--- config.mk ---
export PLATFORM = sky130hd
export DESIGN_NAME = waveform_peak_bucketer_core_flat
export DESIGN_NICKNAME = d
export VERILOG_FILES = /design/src/design/wpb_pkg.sv /design/src/design/wpb_in_if.sv /design/src/design/wpb_out_if.sv /design/src/design/wpb_cfg.sv /design/src/design/wpb_fold.sv /design/src/design/wpb_outq.sv /design/src/design/waveform_peak_bucketer_core.sv /design/src/flat_wrapper.sv
export SDC_FILE = /design/constraint.sdc
export NUM_CORES = 2
export LEC_CHECK = 0
export ABC_AREA = 1
export BUFFER_PORTS_ARGS = -buffer_cell sky130_fd_sc_hd__buf_2
export CORE_ASPECT_RATIO = 0.75
export CORE_MARGIN = 5
export CORE_UTILIZATION = 37
export CTS_CLUSTER_SIZE = 40
export DETAILED_ROUTE_END_ITERATION = 8
export GPL_ROUTABILITY_DRIVEN = 0
export PLACE_DENSITY_LB_ADDON = 0.12
export SYNTH_ARGS = -nofsm -noshare
export SYNTH_HDL_FRONTEND = slang
export SYNTH_SLANG_ARGS = --single-unit
--- constraint.sdc ---
create_clock -name clk_i -period 18.3 [get_ports clk_i]
set_clock_uncertainty 0.2 [all_clocks]
set_input_delay 2.745 -clock clk_i [delete_from_list [all_inputs] [get_ports clk_i]]
set_output_delay 2.745 -clock clk_i [all_outputs]
set_load 0.05 [all_outputs]
--- src/design/wpb_pkg.sv ---
package wpb_pkg;

  // Field widths of the frame and result words.
  localparam int SMP_W  = 16;
  localparam int FRM_W  = 16;
  localparam int IDX_W  = 24;
  localparam int ADDR_W = 4;
  localparam int DATA_W = 32;

  // Groups at or beyond this index are counted but never stored or reported.
  localparam logic [IDX_W-1:0] SUMMARY_COUNT = 24'd1024;

  // Kinds of result word.
  localparam logic KIND_BUCKET = 1'b0;
  localparam logic KIND_GROUP  = 1'b1;

  typedef logic signed [SMP_W-1:0] smp_t;

  // Register map, one 32-bit register every four bytes.
  typedef enum logic [1:0] {
    REG_SPB    = 2'd0,
    REG_TOTAL  = 2'd1,
    REG_BPG    = 2'd2,
    REG_STEREO = 2'd3
  } reg_idx_e;

  typedef struct packed {
    logic [FRM_W-1:0] spb;
    logic [IDX_W-1:0] total;
    logic [IDX_W-1:0] bpg;
    logic             stereo;
  } cfg_t;

  typedef struct packed {
    smp_t min0;
    smp_t max0;
    smp_t min1;
    smp_t max1;
  } ext_t;

  // Empty extremes: minimum above maximum.
  localparam smp_t SMP_MAX = smp_t'({1'b0, {(SMP_W-1){1'b1}}});
  localparam smp_t SMP_MIN = smp_t'({1'b1, {(SMP_W-1){1'b0}}});
  localparam ext_t EXT_EMPTY = '{min0: SMP_MAX, max0: SMP_MIN,
                                 min1: SMP_MAX, max1: SMP_MIN};

  typedef struct packed {
    logic             kind;
    logic [IDX_W-1:0] idx;
    smp_t             min_first;
    smp_t             max_first;
    smp_t             min_second;
    smp_t             max_second;
    logic             run_last;
  } res_t;

  // Up to two result words written into the output queue in one cycle.
  typedef struct packed {
    logic push0;
    logic push1;
    res_t res0;
    res_t res1;
  } push_t;

  // Builds a result word; an empty channel and the second channel in mono read as zero.
  function automatic res_t make_entry(input logic kind, input logic [IDX_W-1:0] idx,
                                      input ext_t e, input logic stereo);
    res_t r;
    r.kind     = kind;
    r.idx      = idx;
    r.run_last = 1'b0;
    if (e.min0 > e.max0) begin
      r.min_first = '0;
      r.max_first = '0;
    end else begin
      r.min_first = e.min0;
      r.max_first = e.max0;
    end
    if (!stereo || (e.min1 > e.max1)) begin
      r.min_second = '0;
      r.max_second = '0;
    end else begin
      r.min_second = e.min1;
      r.max_second = e.max1;
    end
    return r;
  endfunction

endpackage

--- src/design/wpb_in_if.sv ---
interface wpb_in_if;
  logic                         valid;
  logic                         ready;
  logic signed [wpb_pkg::SMP_W-1:0] sample_first;
  logic signed [wpb_pkg::SMP_W-1:0] sample_second;
  logic                         final_frame;

  modport source (output valid, output sample_first, output sample_second,
                  output final_frame, input ready);
  modport sink   (input valid, input sample_first, input sample_second,
                  input final_frame, output ready);
endinterface

--- src/design/wpb_out_if.sv ---
interface wpb_out_if;
  logic                             valid;
  logic                             ready;
  logic                             result_kind;
  logic [wpb_pkg::IDX_W-1:0]        entry_index;
  logic signed [wpb_pkg::SMP_W-1:0] min_first;
  logic signed [wpb_pkg::SMP_W-1:0] max_first;
  logic signed [wpb_pkg::SMP_W-1:0] min_second;
  logic signed [wpb_pkg::SMP_W-1:0] max_second;
  logic                             run_last;

  modport source (output valid, output result_kind, output entry_index,
                  output min_first, output max_first, output min_second,
                  output max_second, output run_last, input ready);
  modport sink   (input valid, input result_kind, input entry_index,
                  input min_first, input max_first, input min_second,
                  input max_second, input run_last, output ready);
endinterface

--- src/design/wpb_cfg.sv ---
module wpb_cfg (
  input  logic                       clk_i,
  input  logic                       rst_ni,
  input  logic                       psel,
  input  logic                       penable,
  input  logic                       pwrite,
  input  logic [wpb_pkg::ADDR_W-1:0] paddr,
  input  logic [wpb_pkg::DATA_W-1:0] pwdata,
  output logic [wpb_pkg::DATA_W-1:0] prdata,
  output logic                       pready,
  output wpb_pkg::cfg_t              cfg_o
);

  wpb_pkg::cfg_t    cfg_q;
  wpb_pkg::reg_idx_e reg_idx;
  logic             wr_en;

  assign reg_idx = wpb_pkg::reg_idx_e'(paddr[3:2]);
  assign wr_en   = psel & penable & pwrite;
  assign pready  = 1'b1;
  assign cfg_o   = cfg_q;

  // Register writes in the access phase.
  always_ff @(posedge clk_i or negedge rst_ni) begin
    if (!rst_ni) begin
      cfg_q.spb    <= 16'd256;
      cfg_q.total  <= 24'd1;
      cfg_q.bpg    <= 24'd1;
      cfg_q.stereo <= 1'b1;
    end else if (wr_en) begin
      case (reg_idx)
        wpb_pkg::REG_SPB:    cfg_q.spb    <= pwdata[wpb_pkg::FRM_W-1:0];
        wpb_pkg::REG_TOTAL:  cfg_q.total  <= pwdata[wpb_pkg::IDX_W-1:0];
        wpb_pkg::REG_BPG:    cfg_q.bpg    <= pwdata[wpb_pkg::IDX_W-1:0];
        wpb_pkg::REG_STEREO: cfg_q.stereo <= pwdata[0];
        default: ;
      endcase
    end
  end

  // Read-back, zero-extended.
  always_comb begin
    case (reg_idx)
      wpb_pkg::REG_SPB:    prdata = {{(wpb_pkg::DATA_W-wpb_pkg::FRM_W){1'b0}}, cfg_q.spb};
      wpb_pkg::REG_TOTAL:  prdata = {{(wpb_pkg::DATA_W-wpb_pkg::IDX_W){1'b0}}, cfg_q.total};
      wpb_pkg::REG_BPG:    prdata = {{(wpb_pkg::DATA_W-wpb_pkg::IDX_W){1'b0}}, cfg_q.bpg};
      wpb_pkg::REG_STEREO: prdata = {{(wpb_pkg::DATA_W-1){1'b0}}, cfg_q.stereo};
      default:             prdata = '0;
    endcase
  end

endmodule

--- src/design/wpb_fold.sv ---
module wpb_fold (
  input  logic           clk_i,
  input  logic           rst_ni,
  wpb_in_if.sink         frame_i,
  input  wpb_pkg::cfg_t  cfg_i,
  input  logic           space_i,
  output wpb_pkg::push_t push_o
);

  // Input register.
  logic                 in_vld_q;
  wpb_pkg::smp_t        s0_q, s1_q;
  logic                 final_q;
  logic                 fire;

  // Running state.
  logic [wpb_pkg::FRM_W-1:0] frame_q, frame_d;
  logic [wpb_pkg::IDX_W-1:0] bucket_q, bucket_d;
  logic [wpb_pkg::IDX_W-1:0] gfill_q, gfill_d;
  logic [wpb_pkg::IDX_W-1:0] group_q, group_d;
  wpb_pkg::ext_t             be_q, be_d, ge_q, ge_d;
  logic                      bhas_q, bhas_d, ghas_q, ghas_d;

  logic                      active, in_sum, bucket_done, group_done;
  logic [wpb_pkg::FRM_W-1:0] fc;
  logic [wpb_pkg::IDX_W-1:0] gf;
  wpb_pkg::ext_t             be_n, ge_n;
  logic                      bhas_n, ghas_n;
  logic                      c0_v, c1_v, c2_v, c3_v, bv, gv;
  wpb_pkg::res_t             bres, gres;

  assign fire          = in_vld_q & space_i;
  assign frame_i.ready = ~in_vld_q | fire;

  always_ff @(posedge clk_i or negedge rst_ni) begin
    if (!rst_ni) begin
      in_vld_q <= 1'b0;
    end else if (frame_i.ready) begin
      in_vld_q <= frame_i.valid;
    end
  end

  always_ff @(posedge clk_i) begin
    if (frame_i.ready && frame_i.valid) begin
      s0_q    <= frame_i.sample_first;
      s1_q    <= frame_i.sample_second;
      final_q <= frame_i.final_frame;
    end
  end

  // Fold the registered frame into the bucket and group extremes.
  always_comb begin
    active = bucket_q < cfg_i.total;
    in_sum = group_q < wpb_pkg::SUMMARY_COUNT;

    be_n = be_q;
    if (active) begin
      if (s0_q < be_n.min0) be_n.min0 = s0_q;
      if (s0_q > be_n.max0) be_n.max0 = s0_q;
      if (cfg_i.stereo) begin
        if (s1_q < be_n.min1) be_n.min1 = s1_q;
        if (s1_q > be_n.max1) be_n.max1 = s1_q;
      end
    end
    bhas_n = bhas_q | active;

    fc          = frame_q + 1'b1;
    bucket_done = active && (fc == cfg_i.spb);

    ge_n   = ge_q;
    ghas_n = ghas_q;
    if (bucket_done && in_sum) begin
      if (be_n.min0 < ge_n.min0) ge_n.min0 = be_n.min0;
      if (be_n.max0 > ge_n.max0) ge_n.max0 = be_n.max0;
      if (be_n.min1 < ge_n.min1) ge_n.min1 = be_n.min1;
      if (be_n.max1 > ge_n.max1) ge_n.max1 = be_n.max1;
      ghas_n = 1'b1;
    end
    gf         = gfill_q + 1'b1;
    group_done = bucket_done && (gf == cfg_i.bpg);

    // Next state after the completed bucket and group.
    frame_d  = active ? fc : frame_q;
    bucket_d = bucket_q;
    be_d     = be_n;
    bhas_d   = bhas_n;
    gfill_d  = gfill_q;
    group_d  = group_q;
    ge_d     = ge_n;
    ghas_d   = ghas_n;
    if (bucket_done) begin
      frame_d  = '0;
      bucket_d = bucket_q + 1'b1;
      be_d     = wpb_pkg::EXT_EMPTY;
      bhas_d   = 1'b0;
      gfill_d  = gf;
      if (group_done) begin
        gfill_d = '0;
        group_d = group_q + 1'b1;
        ge_d    = wpb_pkg::EXT_EMPTY;
        ghas_d  = 1'b0;
      end
    end

    // Completed entries, then the flush of partial ones on the final frame.
    c0_v = bucket_done;
    c1_v = group_done && in_sum;
    c2_v = final_q && bhas_d && (bucket_d < cfg_i.total);
    c3_v = final_q && ghas_d && (group_d < wpb_pkg::SUMMARY_COUNT);

    bv   = c0_v | c2_v;
    gv   = c1_v | c3_v;
    bres = c0_v ? wpb_pkg::make_entry(wpb_pkg::KIND_BUCKET, bucket_q, be_n, cfg_i.stereo)
                : wpb_pkg::make_entry(wpb_pkg::KIND_BUCKET, bucket_d, be_d, cfg_i.stereo);
    gres = c1_v ? wpb_pkg::make_entry(wpb_pkg::KIND_GROUP, group_q, ge_n, cfg_i.stereo)
                : wpb_pkg::make_entry(wpb_pkg::KIND_GROUP, group_d, ge_d, cfg_i.stereo);
    bres.run_last = ~gv;
    gres.run_last = 1'b1;

    // A bucket entry always precedes a group entry.
    if (bv) begin
      push_o.push0 = fire;
      push_o.push1 = fire & gv;
      push_o.res0  = bres;
      push_o.res1  = gres;
    end else begin
      push_o.push0 = fire & gv;
      push_o.push1 = 1'b0;
      push_o.res0  = gres;
      push_o.res1  = bres;
    end

    // The final frame returns everything to its start values.
    if (final_q) begin
      frame_d  = '0;
      bucket_d = '0;
      gfill_d  = '0;
      group_d  = '0;
      be_d     = wpb_pkg::EXT_EMPTY;
      ge_d     = wpb_pkg::EXT_EMPTY;
      bhas_d   = 1'b0;
      ghas_d   = 1'b0;
    end
  end

  always_ff @(posedge clk_i or negedge rst_ni) begin
    if (!rst_ni) begin
      frame_q  <= '0;
      bucket_q <= '0;
      gfill_q  <= '0;
      group_q  <= '0;
      be_q     <= wpb_pkg::EXT_EMPTY;
      ge_q     <= wpb_pkg::EXT_EMPTY;
      bhas_q   <= 1'b0;
      ghas_q   <= 1'b0;
    end else if (fire) begin
      frame_q  <= frame_d;
      bucket_q <= bucket_d;
      gfill_q  <= gfill_d;
      group_q  <= group_d;
      be_q     <= be_d;
      ge_q     <= ge_d;
      bhas_q   <= bhas_d;
      ghas_q   <= ghas_d;
    end
  end

endmodule

--- src/design/wpb_outq.sv ---
module wpb_outq (
  input  logic           clk_i,
  input  logic           rst_ni,
  input  wpb_pkg::push_t push_i,
  output logic           space_o,
  wpb_out_if.source      result_o
);

  // Four-word queue: up to two words in and one word out per cycle.
  wpb_pkg::res_t mem_q [4];
  logic [1:0]    wr_q, rd_q;
  logic [2:0]    cnt_q;
  logic          pop;
  wpb_pkg::res_t head;

  assign pop     = result_o.valid & result_o.ready;
  assign space_o = cnt_q <= 3'd2;
  assign head    = mem_q[rd_q];

  always_ff @(posedge clk_i) begin
    if (push_i.push0) begin
      mem_q[wr_q] <= push_i.res0;
    end
    if (push_i.push1) begin
      mem_q[wr_q + 2'd1] <= push_i.res1;
    end
  end

  always_ff @(posedge clk_i or negedge rst_ni) begin
    if (!rst_ni) begin
      wr_q  <= '0;
      rd_q  <= '0;
      cnt_q <= '0;
    end else begin
      wr_q  <= wr_q + {1'b0, push_i.push0} + {1'b0, push_i.push1};
      rd_q  <= rd_q + {1'b0, pop};
      cnt_q <= cnt_q + {2'b0, push_i.push0} + {2'b0, push_i.push1} - {2'b0, pop};
    end
  end

  // Head word on the result channel.
  assign result_o.valid       = cnt_q != 3'd0;
  assign result_o.result_kind = head.kind;
  assign result_o.entry_index = head.idx;
  assign result_o.min_first   = head.min_first;
  assign result_o.max_first   = head.max_first;
  assign result_o.min_second  = head.min_second;
  assign result_o.max_second  = head.max_second;
  assign result_o.run_last    = head.run_last;

endmodule

--- src/design/waveform_peak_bucketer_core.sv ---
// A frame word is registered at acceptance, and its results are written into the output
// queue once the queue holds at most two words; the queue's head word is offered on the
// result channel. Throughput: one frame word per cycle when it gives at most one result
// and the result channel is not stalled; the single output port passes one word at a
// time, so the two results of a frame leave the four-word queue one after the other.
// Reset (rst_ni, asynchronous, active low) clears the counters, extremes and queue and loads
// the registers with 256 frames per bucket, one bucket in total, one bucket per group, stereo.
module waveform_peak_bucketer_core (
  input  logic                       clk_i,
  input  logic                       rst_ni,
  wpb_in_if.sink                     frame_i,
  wpb_out_if.source                  result_o,
  input  logic                       psel,
  input  logic                       penable,
  input  logic                       pwrite,
  input  logic [wpb_pkg::ADDR_W-1:0] paddr,
  input  logic [wpb_pkg::DATA_W-1:0] pwdata,
  output logic [wpb_pkg::DATA_W-1:0] prdata,
  output logic                       pready
);

  wpb_pkg::cfg_t  cfg;
  wpb_pkg::push_t push;
  logic           space;

  // Configuration registers.
  wpb_cfg u_cfg (
    .clk_i   (clk_i),
    .rst_ni  (rst_ni),
    .psel    (psel),
    .penable (penable),
    .pwrite  (pwrite),
    .paddr   (paddr),
    .pwdata  (pwdata),
    .prdata  (prdata),
    .pready  (pready),
    .cfg_o   (cfg)
  );

  // Frame register and min/max folding.
  wpb_fold u_fold (
    .clk_i   (clk_i),
    .rst_ni  (rst_ni),
    .frame_i (frame_i),
    .cfg_i   (cfg),
    .space_i (space),
    .push_o  (push)
  );

  // Result queue.
  wpb_outq u_outq (
    .clk_i    (clk_i),
    .rst_ni   (rst_ni),
    .push_i   (push),
    .space_o  (space),
    .result_o (result_o)
  );

endmodule
--- src/flat_wrapper.sv ---
// flat-port wrapper written by rule: the top's interface ports become plain ports
module waveform_peak_bucketer_core_flat 
  (clk_i, rst_ni, psel, penable, pwrite, paddr, pwdata, prdata, pready, frame_i_valid, frame_i_sample_first, frame_i_sample_second, frame_i_final_frame, frame_i_ready, result_o_valid, result_o_result_kind, result_o_entry_index, result_o_min_first, result_o_max_first, result_o_min_second, result_o_max_second, result_o_run_last, result_o_ready);
  wpb_in_if frame_i_i ();
  wpb_out_if result_o_i ();
  input  logic clk_i;
  input  logic rst_ni;
  input  logic psel;
  input  logic penable;
  input  logic pwrite;
  input  logic [wpb_pkg::ADDR_W-1:0] paddr;
  input  logic [wpb_pkg::DATA_W-1:0] pwdata;
  output logic [wpb_pkg::DATA_W-1:0] prdata;
  output logic pready;
  input wire logic [$bits(frame_i_i.valid)-1:0] frame_i_valid;
  input wire logic [$bits(frame_i_i.sample_first)-1:0] frame_i_sample_first;
  input wire logic [$bits(frame_i_i.sample_second)-1:0] frame_i_sample_second;
  input wire logic [$bits(frame_i_i.final_frame)-1:0] frame_i_final_frame;
  output wire logic [$bits(frame_i_i.ready)-1:0] frame_i_ready;
  output wire logic [$bits(result_o_i.valid)-1:0] result_o_valid;
  output wire logic [$bits(result_o_i.result_kind)-1:0] result_o_result_kind;
  output wire logic [$bits(result_o_i.entry_index)-1:0] result_o_entry_index;
  output wire logic [$bits(result_o_i.min_first)-1:0] result_o_min_first;
  output wire logic [$bits(result_o_i.max_first)-1:0] result_o_max_first;
  output wire logic [$bits(result_o_i.min_second)-1:0] result_o_min_second;
  output wire logic [$bits(result_o_i.max_second)-1:0] result_o_max_second;
  output wire logic [$bits(result_o_i.run_last)-1:0] result_o_run_last;
  input wire logic [$bits(result_o_i.ready)-1:0] result_o_ready;
  assign frame_i_i.valid = frame_i_valid;
  assign frame_i_i.sample_first = frame_i_sample_first;
  assign frame_i_i.sample_second = frame_i_sample_second;
  assign frame_i_i.final_frame = frame_i_final_frame;
  assign frame_i_ready = frame_i_i.ready;
  assign result_o_valid = result_o_i.valid;
  assign result_o_result_kind = result_o_i.result_kind;
  assign result_o_entry_index = result_o_i.entry_index;
  assign result_o_min_first = result_o_i.min_first;
  assign result_o_max_first = result_o_i.max_first;
  assign result_o_min_second = result_o_i.min_second;
  assign result_o_max_second = result_o_i.max_second;
  assign result_o_run_last = result_o_i.run_last;
  assign result_o_i.ready = result_o_ready;
  waveform_peak_bucketer_core u_core (.clk_i(clk_i), .rst_ni(rst_ni), .frame_i(frame_i_i), .result_o(result_o_i), .psel(psel), .penable(penable), .pwrite(pwrite), .paddr(paddr), .pwdata(pwdata), .prdata(prdata), .pready(pready));
endmodule
== Word level (Yosys, flattened, before mapping) ==
Memory sizes are Yosys's and may differ from the RTL's.
Cells that the tools add are included.
Word-level totals
  ROM bits: 0
  input port bits: 76
  bits in registers: 324
  memories: 1
  word-level logic and storage cells: 147
  bits in writable memories: 360
  bits in latches: 0
Cells by class
  $lt $le $gt $ge: 21
  reduce and logical (&&, ||, !) cells: 24
  mux-type cells: 49
  shift-type cells: 0
  bitwise logic cells: 11
  divide/modulo/power cells: 0
  add/sub/neg operators: 11
  equality and inequality tests: 5
  multipliers: 0
Memories
  u_core.u_outq.mem_q: words 4, width 90, read ports 1, clocked after Yosys merged registers in 0, write ports 2, line wpb_outq.sv:10  | wpb_pkg::res_t mem_q [4];
Operators with widths (number)
  64-bit two-way mux: 7
  32-bit two-way mux: 9
  16-bit greater-than comparator: 12
  24-bit two-way mux: 8
  182-bit two-way mux: 1
  89-bit two-way mux: 2
  16-bit two-way mux: 11
  32-bit case mux with 4 select lines: 1
  24-bit by 1-bit adder with 24-bit output (second input constant): 3
  16-bit < comparator: 4
  24-bit by 11-bit < comparator with 1-bit output (second input constant): 2
  24-bit < comparator: 2
  24-bit equality test: 1
  16-bit by 1-bit adder with 16-bit output (second input constant): 1
  16-bit equality test: 1
  2-bit AND reduction: 6
  1-bit two-way mux: 10
  1-bit logical AND: 9
  2-bit by 1-bit adder with 2-bit output: 3
  3-bit by 1-bit adder with 3-bit output: 2
  3-bit nonzero test: 2
  1-bit AND: 5
  2-bit equality test (second input constant): 2
  1-bit logical OR: 4
  9 further kinds: 13

== Longest topological paths before layout ==
  depth in word-level cells: 17
  depth in mapped cells: 47
  mapped depth without buffers: 45

== Cells and area by module ==
A second synthesis with hierarchy kept.
Unflattened totals
  cell total of the unflattened synthesis: 6746
  area total of the unflattened synthesis: 48995.7 µm²
Modules (own cells, without submodules)
  wpb_fold: times used 1, cells each 3690, area each 25006.5 µm²
  wpb_outq: times used 1, cells each 2661, area each 20940.1 µm²
  wpb_cfg: times used 1, cells each 395, area each 3049.2 µm²

== Worst setup path before layout ==
Ideal clock, no wire load.
  path kind: register to register
  from: register u_core.u_fold.frame_q[0] (netlist bit)
  to: memory u_core.u_outq.mem_q[0][0] (netlist bit), enable pin
  path buffers: 3
  data arrival time: 11.622 ns
  stages on the path, launching flop included: 33
  slack: 5.815 ns
  cell sequence: dfrtp_1 ha_1 nand2_1 nor2_4 nand3_2 nor2_2 nand2_2 nor3_2 xor2_1 xor2_1 nand3_1 nor4_1 nand2_1 buf_4 inv_1 nand4_1 nor2_1 nand2_1 nor4_1 nand4_1 nor2_1 xor2_1 inv_1 ha_1 nand4_1 a2111o_1 o2111ai_1 nand2_1 inv_1 clkbuf_1 clkbuf_1 a21oi_1 o21ai_0
RTL lines
  from (decl): line wpb_fold.sv:17  | logic [wpb_pkg::FRM_W-1:0] frame_q, frame_d;
  from (signal assigned): line wpb_fold.sv:157  | frame_q <= frame_d;
  to (decl): line wpb_outq.sv:10

==> impl_metrics.csv <==
group,metric,value,unit
global_routing,grt_pass1_wl,242300,um
worst_setup_path,cp-start-kind,"flop",
worst_setup_path,critPathLaunch,"u_core.u_fold.frame_q[0]",
placement,dp_hpwl,112000,um
final_layout,num-fill-cells,12440,
synth,synthCells,5732,
clocking,cts_buffer_depth,3,
worst_setup_path,crit_path_max_fanout,61,
route,drtIter0Drc,4136,
synth,avgSynthCellArea,7.889,um^2
final_layout,layout_common_cells,"nand2_1, inv_1, nand3_1",
timing,fin_crit,10.34,ns
worst_setup_path,rrSetupSlack,7.96,ns
clocking,cts_buffers,80,
worst_setup_path,critPathTopFamily,"simple AND/OR/NAND/NOR gates",
route,drt_first_pass_iters,6,
pwr,cellPowerDensity,174.7,nW/um^2
synth,postSynth.asyncResetShare,42.54,%
floorplan,start_util,37.13,%
synth,dominantRegCellSynth,"edfxtp_1",
global_routing,grt_max_degree,101,
timing,setup_violations,0,
global_routing,grt_antenna_before_repair,3,
pwr,leakagePower,22.37,nW
outcome,status,"finished clean",
timing,tightestPinTransition,1.109,ns
placement,post-place-ws,8.052,ns
min_path,worstHoldStart,"u_core.u_cfg.cfg_o[33]",
clocking,clock_latency,0.69,ns
min_path,worstHoldPathCells,2,
final_layout,seqCellArea,19180,um^2
route,drc,0,
worst_setup_path,r2r_cells,34,
worst_setup_path,critPathSlowestCell,"buf_4",
clocking,postCtsSetupRepairBufs,0,
floorplan,die_y,312.8,um
final_layout,multi_input_area,22180,um^2
floorplan,rows,111,
timing,clock.fmax,96.71,MHz
synth,synth_compound_area_share,14.09,%
worst_setup_path,cp_num_buf_inv,6,
floorplan,die_area,129400,um^2
clocking,tritoncts,"built",
timing,worst_slack,7.960,ns
clocking,cts_max_level,3,
clocking,cts.clk_slew.worst_paths,0.06,ns
clocking,hold_buffers,0,
synth,synth_top_family_by_area,"simple AND/OR/NAND/NOR gates",
floorplan,io_pins,201,
synth,synthMuxAreaShare,0.02214,%
final_layout,nets,6173,
synth,synth-adder-area-share,8.572,%
global_routing,overflow,0,
synth,synth_edf_count,393,
route,wl_per_cell,21.50,um
final_layout,layout_commonest_cell,"nand2_1",
synth,synth_top_area_share,26.10,%
global_routing,grt_pass1_vias,38120,
synth,synth.distinct_cells,70,
min_path,hp-class,"flop to flop",
route,ant_nets,0,
timing,max-slew-margin-rel,25.29,%
timing,rsz0062_at_grt,"no",
clocking,cts.sinks,684,
synth,synth-simple-area-share,24.26,%
worst_setup_path,r2r-end,"u_core.u_outq.mem_q[2][14]",
worst_setup_path,setup.worst_path.end_class,"flop",
synth,yosys_warnings,0,
final_layout,layout-drive-gt1-share,9.442,%
final_layout,area_delta_synth_final,10.89,%
route,routed_wl,161200,um
flow_run,maxCapViolations,0,
worst_setup_path,reg2reg_from,"u_core.u_fold.frame_q[0]",
clocking,cts_root_buffer,"clkbuf_16",
worst_setup_path,cp.required,18.42,ns
timing,hold_violations,0,
route,vias,41030,
worst_setup_path,cp.arrival,10.46,ns
synth,synth_top_cell_by_area,"edfxtp_1",
floorplan,die_x,413.7,um
clocking,post_cts_resize_count,0,
floorplan,core-area,121800,um^2
timing,period_share,56.50,%
synth,synth-xor-area-share,1.782,%
route,vias_per_cell,5.474,
worst_setup_path,critPathKind,"flop to flop",
synth,netlist_area,45220,um^2
worst_setup_path,critPathMaxStageDelay,0.74,ns
synth,yosysSeqAreaShare,42.39,%
global_routing,grt_usage,24.31,%
placement,io_buffers,181,
synth,ys_seq_elements,684,
timing,drv_slew,0,
synth,synth_area_leaders,"edfxtp_1, dfrtp_1, nand2_1, ha_1, nand3_1",
min_path,hold_end,"u_core.u_cfg.cfg_o[33]",
pwr,vdd_ir_drop_max,0.1379,mV
timing,finalSetupTns,0,ns
==> metrics by stage <==
stage                     util (%)  hold slack, ns  total power [mW]  cells  cell area [um^2]
after CTS                    41.17          0.2860             8.789   7495             50140
final                        41.17          0.2849             8.762   7496             50140
after global routing         41.17          0.2998             9.409   7495             50140
after floorplan                  -          0.2479             5.535   5739             45250
after detailed placement     39.00          0.2710             7.107   7345             47510
after global placement       39.00          0.2648             7.037   7345             47510
==> power breakdown <==
part / total [mW] / internal, mW / switching (mW)
Clock: 1.66 / 0.945 / 0.711
Sequential: 2.14 / 2.01 / 0.127
Combinational: 4.97 / 1.34 / 3.63
==> cells in the mapped netlist (all sizes together), types with 4 or more instances <==
| library cell | number |
|---|---|
| nor3b | 4 |
| dfrtp | 223 |
| a22oi | 17 |
| o22ai | 268 |
| or2 | 27 |
| edfxtp | 393 |
| nor3 | 54 |
| buf | 108 |
| clkinv | 8 |
| o221a | 4 |
| a31oi | 5 |
| ha | 305 |
| a21oi | 149 |
| nor2 | 413 |
| o211ai | 17 |
| o21a | 16 |
| dfstp | 68 |
| nand3b | 16 |
| xnor2 | 10 |
| clkbuf | 185 |
| o21ai | 583 |
| xor2 | 82 |
| inv | 672 |
| nand4 | 84 |
| o221ai | 13 |
| a221oi | 5 |
| a211oi | 10 |
| nand3 | 591 |
| nor4 | 18 |
| o31ai | 20 |
| nand2 | 1324 |
| a2111oi | 7 |
==> registers in the layout (all words and copies together), names as in the netlist <==
register,cells
u_core.u_outq.wr_q,2
u_core.u_fold.final_q,1
u_core.u_fold.frame_q,16
u_core.u_fold.s1_q,16
u_core.u_cfg.cfg_o,65
u_core.u_fold.bucket_q,24
u_core.u_outq.rd_q,2
u_core.u_fold.be_q,64
u_core.u_outq.mem_q,360
u_core.u_fold.gfill_q,24
u_core.u_fold.bhas_q,1
u_core.u_fold.ge_q,64
u_core.u_fold.in_vld_q,1
u_core.u_fold.ghas_q,1
u_core.u_fold.s0_q,16
u_core.u_fold.group_q,24
u_core.u_outq.cnt_q,3
==> metal layers <==
layer	share of wire, %	global-route usage (%)	vias to the layer above
li1	-	-	19700
met1	47	36.07	19750
met2	44	37.26	1395
met3	6.8	3.897	187
met4	2.1	5.400	0
met5	0	0	-
==> cell type report <==
cell class              count  share of cell area (%)
diodes                      1                0.004990
clock buffers             105                   4.359
clock inverters            45                  0.8933
inverters                 680                   5.148
multi-input cells        4081                   44.23
flip-flops and latches    684                   38.24
well taps                1638                   4.087
repair buffers            262                   3.039
==> worst max-delay path by stage <==
stage	endpoint	slack [ns]	cells after the start
3_3_place_gp	u_core.u_outq.mem_q[2][16]	8.13	34
3_5_place_dp	u_core.u_outq.mem_q[2][16]	8.05	34
6_report	u_core.u_outq.mem_q[2][14]	7.96	34
5_1_grt	u_core.u_outq.mem_q[3][30]	7.13	31
4_1_cts	u_core.u_outq.mem_q[2][85]	7.97	34
2_1_floorplan	u_core.u_outq.mem_q[0][0]	5.82	32
==> cell families (layout without fill, tap and decap cells) <==
family / after synthesis / after routing
AO/OA/AOI/OAI: 1129 / 1129
XOR/XNOR: 92 / 92
adder cells (fa/ha/maj): 308 / 308
buffers and inverters: 974 / 1092
flip-flops: 684 / 684
multiplexers: 1 / 1
other: 2 / 10
AND/OR/NAND/NOR: 2542 / 2542
==> tightest hold or removal path, stage by stage, from the launching register on <==
cell and delay [ns]:
dfrtp_1 0.34, nand2_1 0.05, o21ai_0 0.06
Power figures use the tool's default switching activity.
